===== src/sv/tads_pkg.sv =====
package tads_pkg;

    localparam int unsigned CoordW = 16;
    localparam int unsigned BandW  = 15;
    localparam int unsigned CfgIdxW = 3;

    // configuration register map
    typedef enum logic [CfgIdxW-1:0] {
        REG_TARGET_X = 3'd0,
        REG_TARGET_Y = 3'd1,
        REG_TARGET_Z = 3'd2,
        REG_BAND_XY  = 3'd3,
        REG_BAND_Z   = 3'd4,
        REG_PARK_X   = 3'd5,
        REG_PARK_Y   = 3'd6,
        REG_PARK_Z   = 3'd7
    } cfg_idx_t;

    // phase codes
    typedef enum logic [1:0] {
        PHASE_X = 2'd0,
        PHASE_Y = 2'd1,
        PHASE_Z = 2'd2
    } phase_t;

    localparam logic [CoordW-1:0] TargetXRst = 16'h0160;
    localparam logic [CoordW-1:0] TargetYRst = 16'h0160;
    localparam logic [CoordW-1:0] TargetZRst = 16'h1800;
    localparam logic [BandW-1:0]  BandXyRst  = 15'h0010;
    localparam logic [BandW-1:0]  BandZRst   = 15'h0100;
    localparam logic [CoordW-1:0] ParkXRst   = 16'd252;
    localparam logic [CoordW-1:0] ParkYRst   = 16'd5144;
    localparam logic [CoordW-1:0] ParkZRst   = 16'd0;

    typedef struct packed {
        logic              limit_hit;
        logic [CoordW-1:0] pos_z;
        logic [CoordW-1:0] pos_y;
        logic [CoordW-1:0] pos_x;
    } report_t;

    typedef struct packed {
        phase_t phase;
        logic   run_z;
        logic   dir_z;
        logic   run_xy;
        logic   dir_b;
        logic   dir_a;
        logic   all_parked;
    } result_t;

    // error of one axis is below zero
    function automatic logic err_neg(input logic [CoordW-1:0] err);
        return err[CoordW-1];
    endfunction

    // error of one axis is above its deadband
    function automatic logic err_above(input logic [CoordW-1:0] err,
                                       input logic [BandW-1:0]  band);
        return !err[CoordW-1] && (err[CoordW-2:0] > band);
    endfunction

endpackage


===== src/sv/three_axis_deadband_sequencer_top.sv =====
// channel   | ports                              | transaction
// ----------+------------------------------------+---------------------------------
// report in | s_tvalid s_tready s_tdata[55:0]    | one position report
// result    | m_tvalid m_tready m_tdata[7:0]     | one set of motor controls
// config    | cfg_valid cfg_ready cfg_index cfg_data | one register write
//
// two stages: an input register holds the report, and the sequencing logic
// feeds the result register, updating the axis state as it does
// one report per cycle sustained while m_tready is high
// both stages move whenever the result register is empty or being taken,
// so a stall on the result side holds one result and one report, then drops s_tready
// reset (synchronous, active low) clears valids and axis state and sets the configuration
// registers to their defaults; cfg_ready is always high
module three_axis_deadband_sequencer_top
    import tads_pkg::*;
(
    input  logic                aclk,
    input  logic                aresetn,

    input  logic                s_tvalid,
    output logic                s_tready,
    // pos_x[15:0], pos_y[31:16], pos_z[47:32], limit_hit[48], zero fill
    input  logic [55:0]         s_tdata,

    output logic                m_tvalid,
    input  logic                m_tready,
    // all_parked, dir_a, dir_b, run_xy, dir_z, run_z, phase[7:6]
    output logic [7:0]          m_tdata,

    input  logic                cfg_valid,
    output logic                cfg_ready,
    input  logic [CfgIdxW-1:0]  cfg_index,
    input  logic [CoordW-1:0]   cfg_data
);

    // configuration registers
    logic [CoordW-1:0] target_x_reg, target_y_reg, target_z_reg;
    logic [BandW-1:0]  band_xy_reg, band_z_reg;
    logic [CoordW-1:0] park_x_reg, park_y_reg, park_z_reg;

    // pipeline
    logic    in_valid_reg;
    report_t in_data_reg;
    logic    out_valid_reg;
    result_t out_data_reg;
    logic    advance;

    // axis state
    logic y_active_reg, z_active_reg, limit_latch_reg;
    logic dir_a_reg, dir_b_reg, dir_z_reg, run_xy_reg, run_z_reg;
    logic y_active_next, z_active_next, limit_latch_next;
    logic dir_a_next, dir_b_next, dir_z_next, run_xy_next, run_z_next;
    result_t out_data_next;

    logic [CoordW-1:0] err_x, err_y, err_z;
    logic at_park_x, at_park_y, at_park_z;

    assign cfg_ready = 1'b1;
    assign advance   = !out_valid_reg || m_tready;
    assign s_tready  = !in_valid_reg || advance;
    assign m_tvalid  = out_valid_reg;
    assign m_tdata   = out_data_reg;

    // wrapped 16 bit errors, read as two's complement
    assign err_x = target_x_reg - in_data_reg.pos_x;
    assign err_y = target_y_reg - in_data_reg.pos_y;
    assign err_z = target_z_reg - in_data_reg.pos_z;

    assign at_park_x = (in_data_reg.pos_x == park_x_reg);
    assign at_park_y = (in_data_reg.pos_y == park_y_reg);
    assign at_park_z = (in_data_reg.pos_z == park_z_reg);

    always_comb begin
        y_active_next    = y_active_reg;
        z_active_next    = z_active_reg;
        limit_latch_next = limit_latch_reg;
        dir_a_next       = dir_a_reg;
        dir_b_next       = dir_b_reg;
        dir_z_next       = dir_z_reg;
        run_xy_next      = run_xy_reg;
        run_z_next       = run_z_reg;

        // x stage, driven on every report
        if (!at_park_x) begin
            if (err_neg(err_x)) begin
                dir_a_next  = 1'b0;
                dir_b_next  = 1'b0;
                run_xy_next = 1'b1;
            end else if (err_above(err_x, band_xy_reg)) begin
                dir_a_next  = 1'b1;
                dir_b_next  = 1'b1;
                run_xy_next = 1'b1;
            end else begin
                y_active_next = 1'b1;
                run_xy_next   = 1'b0;
            end
        end else begin
            run_xy_next   = 1'b0;
            y_active_next = 1'b1;
        end

        // y stage, when active and not at park, overrides the planar controls of the x stage
        if (y_active_next) begin
            if (!at_park_y) begin
                if (err_neg(err_y)) begin
                    dir_a_next  = 1'b0;
                    dir_b_next  = 1'b1;
                    run_xy_next = 1'b1;
                end else if (err_above(err_y, band_xy_reg)) begin
                    dir_a_next  = 1'b1;
                    dir_b_next  = 1'b0;
                    run_xy_next = 1'b1;
                end else begin
                    y_active_next = 1'b0;
                    z_active_next = 1'b1;
                    run_xy_next   = 1'b0;
                end
            end else begin
                // planar run left as it is
                y_active_next = 1'b0;
                z_active_next = 1'b1;
            end
        end

        if (in_data_reg.limit_hit) begin
            limit_latch_next = 1'b1;
        end

        // z stage
        if (z_active_next) begin
            if (!at_park_z) begin
                limit_latch_next = 1'b0;
                if (err_neg(err_z)) begin
                    dir_z_next = 1'b1;
                    run_z_next = 1'b1;
                end else if (err_above(err_z, band_z_reg)) begin
                    dir_z_next = 1'b0;
                    run_z_next = 1'b1;
                end else begin
                    z_active_next = 1'b0;
                    run_z_next    = 1'b0;
                end
            end else if (limit_latch_next) begin
                run_z_next = 1'b0;
            end else begin
                dir_z_next = 1'b1;
                run_z_next = 1'b1;
            end
        end

        out_data_next.all_parked = at_park_x && at_park_y && at_park_z;
        out_data_next.dir_a      = dir_a_next;
        out_data_next.dir_b      = dir_b_next;
        out_data_next.run_xy     = run_xy_next;
        out_data_next.dir_z      = dir_z_next;
        out_data_next.run_z      = run_z_next;
        if (z_active_next) begin
            out_data_next.phase = PHASE_Z;
        end else if (y_active_next) begin
            out_data_next.phase = PHASE_Y;
        end else begin
            out_data_next.phase = PHASE_X;
        end
    end

    // configuration writes
    always_ff @(posedge aclk) begin
        if (!aresetn) begin
            target_x_reg <= TargetXRst;
            target_y_reg <= TargetYRst;
            target_z_reg <= TargetZRst;
            band_xy_reg  <= BandXyRst;
            band_z_reg   <= BandZRst;
            park_x_reg   <= ParkXRst;
            park_y_reg   <= ParkYRst;
            park_z_reg   <= ParkZRst;
        end else if (cfg_valid && cfg_ready) begin
            unique case (cfg_idx_t'(cfg_index))
                REG_TARGET_X: target_x_reg <= cfg_data;
                REG_TARGET_Y: target_y_reg <= cfg_data;
                REG_TARGET_Z: target_z_reg <= cfg_data;
                REG_BAND_XY:  band_xy_reg  <= cfg_data[BandW-1:0];
                REG_BAND_Z:   band_z_reg   <= cfg_data[BandW-1:0];
                REG_PARK_X:   park_x_reg   <= cfg_data;
                REG_PARK_Y:   park_y_reg   <= cfg_data;
                REG_PARK_Z:   park_z_reg   <= cfg_data;
                default: ;
            endcase
        end
    end

    // input register, payload needs no reset
    always_ff @(posedge aclk) begin
        if (!aresetn) begin
            in_valid_reg <= 1'b0;
        end else if (s_tready) begin
            in_valid_reg <= s_tvalid;
        end
        if (s_tvalid && s_tready) begin
            in_data_reg <= report_t'(s_tdata[$bits(report_t)-1:0]);
        end
    end

    // result register and axis state move together
    always_ff @(posedge aclk) begin
        if (!aresetn) begin
            out_valid_reg   <= 1'b0;
            y_active_reg    <= 1'b0;
            z_active_reg    <= 1'b0;
            limit_latch_reg <= 1'b0;
            dir_a_reg       <= 1'b0;
            dir_b_reg       <= 1'b0;
            dir_z_reg       <= 1'b0;
            run_xy_reg      <= 1'b0;
            run_z_reg       <= 1'b0;
        end else if (advance) begin
            out_valid_reg <= in_valid_reg;
            if (in_valid_reg) begin
                y_active_reg    <= y_active_next;
                z_active_reg    <= z_active_next;
                limit_latch_reg <= limit_latch_next;
                dir_a_reg       <= dir_a_next;
                dir_b_reg       <= dir_b_next;
                dir_z_reg       <= dir_z_next;
                run_xy_reg      <= run_xy_next;
                run_z_reg       <= run_z_next;
            end
        end
    end

    always_ff @(posedge aclk) begin
        if (advance && in_valid_reg) begin
            out_data_reg <= out_data_next;
        end
    end

    // axis state only moves when a report passes into the result register
    assert property (@(posedge aclk) disable iff (!aresetn)
        !(advance && in_valid_reg) |=>
            $stable({y_active_reg, z_active_reg, limit_latch_reg, run_xy_reg, run_z_reg}))
        else $error("axis state changed without a report");

    // a parked report can never leave the planar drives running
    assert property (@(posedge aclk) disable iff (!aresetn)
        out_valid_reg && out_data_reg.all_parked |-> !out_data_reg.run_xy)
        else $error("planar drive running at park");

    // the unused phase code never reaches the result channel
    assert property (@(posedge aclk) disable iff (!aresetn)
        out_valid_reg |-> out_data_reg.phase != 2'd3)
        else $error("illegal phase code");

    // nothing is shown on the result side just after reset
    assert property (@(posedge aclk)
        $past(!aresetn) |-> !m_tvalid)
        else $error("result valid after reset");

endmodule

===== config.mk =====
export PLATFORM = sky130hd
export DESIGN_NAME = three_axis_deadband_sequencer_top
export DESIGN_NICKNAME = d
export VERILOG_FILES = /design/src/sv/tads_pkg.sv /design/src/sv/three_axis_deadband_sequencer_top.sv
export SDC_FILE = /design/constraint.sdc
export NUM_CORES = 1
export LEC_CHECK = 0
export ABC_AREA = 1
export BUFFER_PORTS_ARGS = -buffer_cell sky130_fd_sc_hd__buf_2
export CAP_MARGIN = 20
export CORE_AREA = 2 2 149 151
export DETAILED_ROUTE_END_ITERATION = 7
export DIE_AREA = 0 0 151 153
export GPL_TIMING_DRIVEN = 0
export PLACE_DENSITY = 0.65
export SLEW_MARGIN = 0
export SYNTH_ARGS = -nofsm -noshare
export SYNTH_HDL_FRONTEND = slang
export SYNTH_SLANG_ARGS = --single-unit

===== constraint.sdc =====
create_clock -name aclk -period 4.9 [get_ports aclk]
set_input_delay 0.98 -clock aclk [delete_from_list [all_inputs] [get_ports aclk]]
set_output_delay 0.98 -clock aclk [all_outputs]
set_load 0.1 [all_outputs]

==> results.toml <==
[finish]
final_util_pct = 55.1
drive_gt1_share_pct = 8.98
final_area_um2 = 11800
largest_register_ffs = 49
final_common_cell = "nand2_1"
syn2layout_area_growth_pct = 12.3
final_cell_mix = "nand2_1, nor2_1, inv_1, dfxtp_1, o21ai_0"
num_antenna_cells = 0
fin_nets = 1597

[synth]
synth_top_area_share_pct = 25.7
avgSynthCellArea_um2 = 7.90
synthTopCellsByArea = "dfxtp_1, edfxtp_1, ha_1"
yosysTopAreaCell = "dfxtp_1"
synth_flop_cell = "dfxtp_1"
ys_types = 45
postSynthCellCount = 1333
synth_edf_count = 57
async_flop_share_pct = 0
synth_area_um2 = 10500
yosysWarnings = 0
ys_seq_area_share_pct = 41.9
synth_nets = 1506
ys_seq_elements = 192

[critical_path]
path_delay_family = "simple AND/OR/NAND/NOR gates"
cp.required_ns = 5.09
critPathSlowestCell = "edfxtp_1"
cpPeakStageDelay_ns = 0.44
path_depth = 22
path_class = "flip-flop to flip-flop"
path_buf_inv = 3
path_max_fanout = 4
crit_arrival_ns = 4.20
path_cells = "ha_1 > inv_1 > fa_1 > a21oi_1 > o21ai_1 > a21boi_0 > o21ai_1 > xor2_1 > inv_1 > ha_1 > nand2_1 > nor2_1 > and3_1 > nand3b_1 > nand2_1 > nand3_2 > nand2_1 > nand2_4 > nand2_4 > o21ai_2 > nand3_1 > inv_1"
r2r_cells = 22
end_kind = "flip-flop"
start_kind = "flip-flop"

[clocking]
postCtsSetupRepairBufs = 0
clk_latency_ns = 0.43
numCtsBuffers = 17
clk_pin_slew_ns = 0.07
cts_root_buffer = "clkbuf_16"
clkSinkCount = 192
ctsHoldBuffers = 0
clk_path_buf_depth = 2
cts_tree = "built"
cts_max_level = 4
cts-resized-gates = 0

[die]
num_io_pins = 91
num_rows = 54
initial_core_util_pct = 49.0
chipHeight_um = 153
die_w_um = 151
die_area_um2 = 23100
core_um2 = 21500

[global_route]
grt_first_pass_wirelength_um = 44400
antenna_found_initial = 0
grt_max_degree = 35
first_global_vias = 8330
track_usage_pct = 25.0
overflow = 0

[timing]
worstMarginPinSlew_ns = 0.959
setup_tns_ns = 0
hold_viol_final = 0
setup_viol_count_final = 0
fmaxAchievable_ghz = 0.250
slew_headroom_pct = 35.5
clock_skew_ns = 0.00735
period_share_pct = 81.8
slew_viol_final = 0
finalCriticalPeriod_ns = 4.01
rsz0062_at_grt = "false"

[route]
highest_layer = "met4"
drt_iter0_drc = 753
wl_per_cell_um = 16.2
routed_wl_um = 27800
drc = 0
route.met3.wl_um = 1180
first_pass_iters = 6
ant_nets = 0
routed_via_density = 5.22
drt-met1-wl_um = 12800
vias = 8952
wl_met2_um = 13000

[placed_design]
gp_congestion = 0.900
place_area_um2 = 11300
dp.final_hpwl_um = 20900
io_buffers = 71

[pwr]
total_power_uw = 3860
p_leak_uw = 0.00550
ir_drop_uv = 253
p_per_area_nw_per_um2 = 327

[outcome]
outcome = "finished, final reports clean"

[min_path]
hold_path_depth = 2
hp-class = "flip-flop to flip-flop"

[flow_run]
drv_cap = 0
-- kinds of logic after synthesis --
| kind of cell | synth area share (%) |
|---|---|
| AND/OR/NAND/NOR | 20.7 |
| flip-flops | 41.9 |
| adder cells (fa/ha/maj) | 11.3 |
| other | 0.0356 |
| buffers and inverters | 7.35 |
| XOR/XNOR | 6.57 |
| AO/OA/AOI/OAI | 12.2 |
-- cells in the mapped netlist, types with 2 or more instances --
cell and n:
nand3_2 3, buf_1 2, nand4_1 16, xor2_1 28
dfxtp_1 135, a21o_1 3, nor4_1 2, a21oi_2 4
fa_1 3, nand2_2 9, o21ai_0 122, nand3_1 57
o21bai_1 2, clkinv_1 4, nor2_1 194, nand3b_1 3
o211ai_1 4, clkbuf_1 38, nor3_1 6, inv_1 159
or2_2 5, o21ai_1 3, ha_1 90, edfxtp_1 57
xnor2_1 51, a21oi_1 93, nand2_4 2, nand2_1 217
a31oi_1 5
-- final timing paths --
kind / startpoint / end / slack [ns]
max: in_data_reg[16] / m_tdata[6] / 0.89
min: band_z_reg[2] / band_z_reg[2] / 0.47
max reg2reg: in_data_reg[16] / m_tdata[6] / 0.89
min reg2reg: band_z_reg[2] / band_z_reg[2] / 0.47
-- worst min-delay path, delay by kind of cell (launching register included) --
kind,cells,cell delay (ns)
buf+inv,1,0.07
flops,1,0.30
compound gates,1,0.06
-- report_power, final --
part           internal, µW  leakage, µW  switching, µW
Combinational           262      0.00357            475
Clock                   758     0.000270            611
Sequential             1710      0.00165           43.2
Total                  2730      0.00550           1130
-- final cells by class --
type	instances	area (µm²)
Timing Repair Buffer	72	375
Clock inverter	7	78.8
Inverter	163	612
Multi-Input combinational cell	936	5350
Tap cell	280	350
Buffer	42	163
Sequential cell	192	4410
Fill cell	2085	9660
Clock buffer	24	492
-- through the flow --
stage	instances	worst slack, ns	hold WS (ns)
2_1_floorplan	1333	1.53	0.435
3_3_place_gp	1684	1.03	0.449
3_5_place_dp	1685	0.953	0.453
4_1_cts	1716	0.955	0.466
5_1_grt	1716	0.544	0.481
6_report	1716	0.892	0.466
-- layer usage --
metal	vias to the layer above	track usage [%]
met5	-	0
li1	4529	-
met4	0	7.92
met2	234	41.1
met3	54	3.49
met1	4135	34.1
Power figures use the tool's default switching activity.
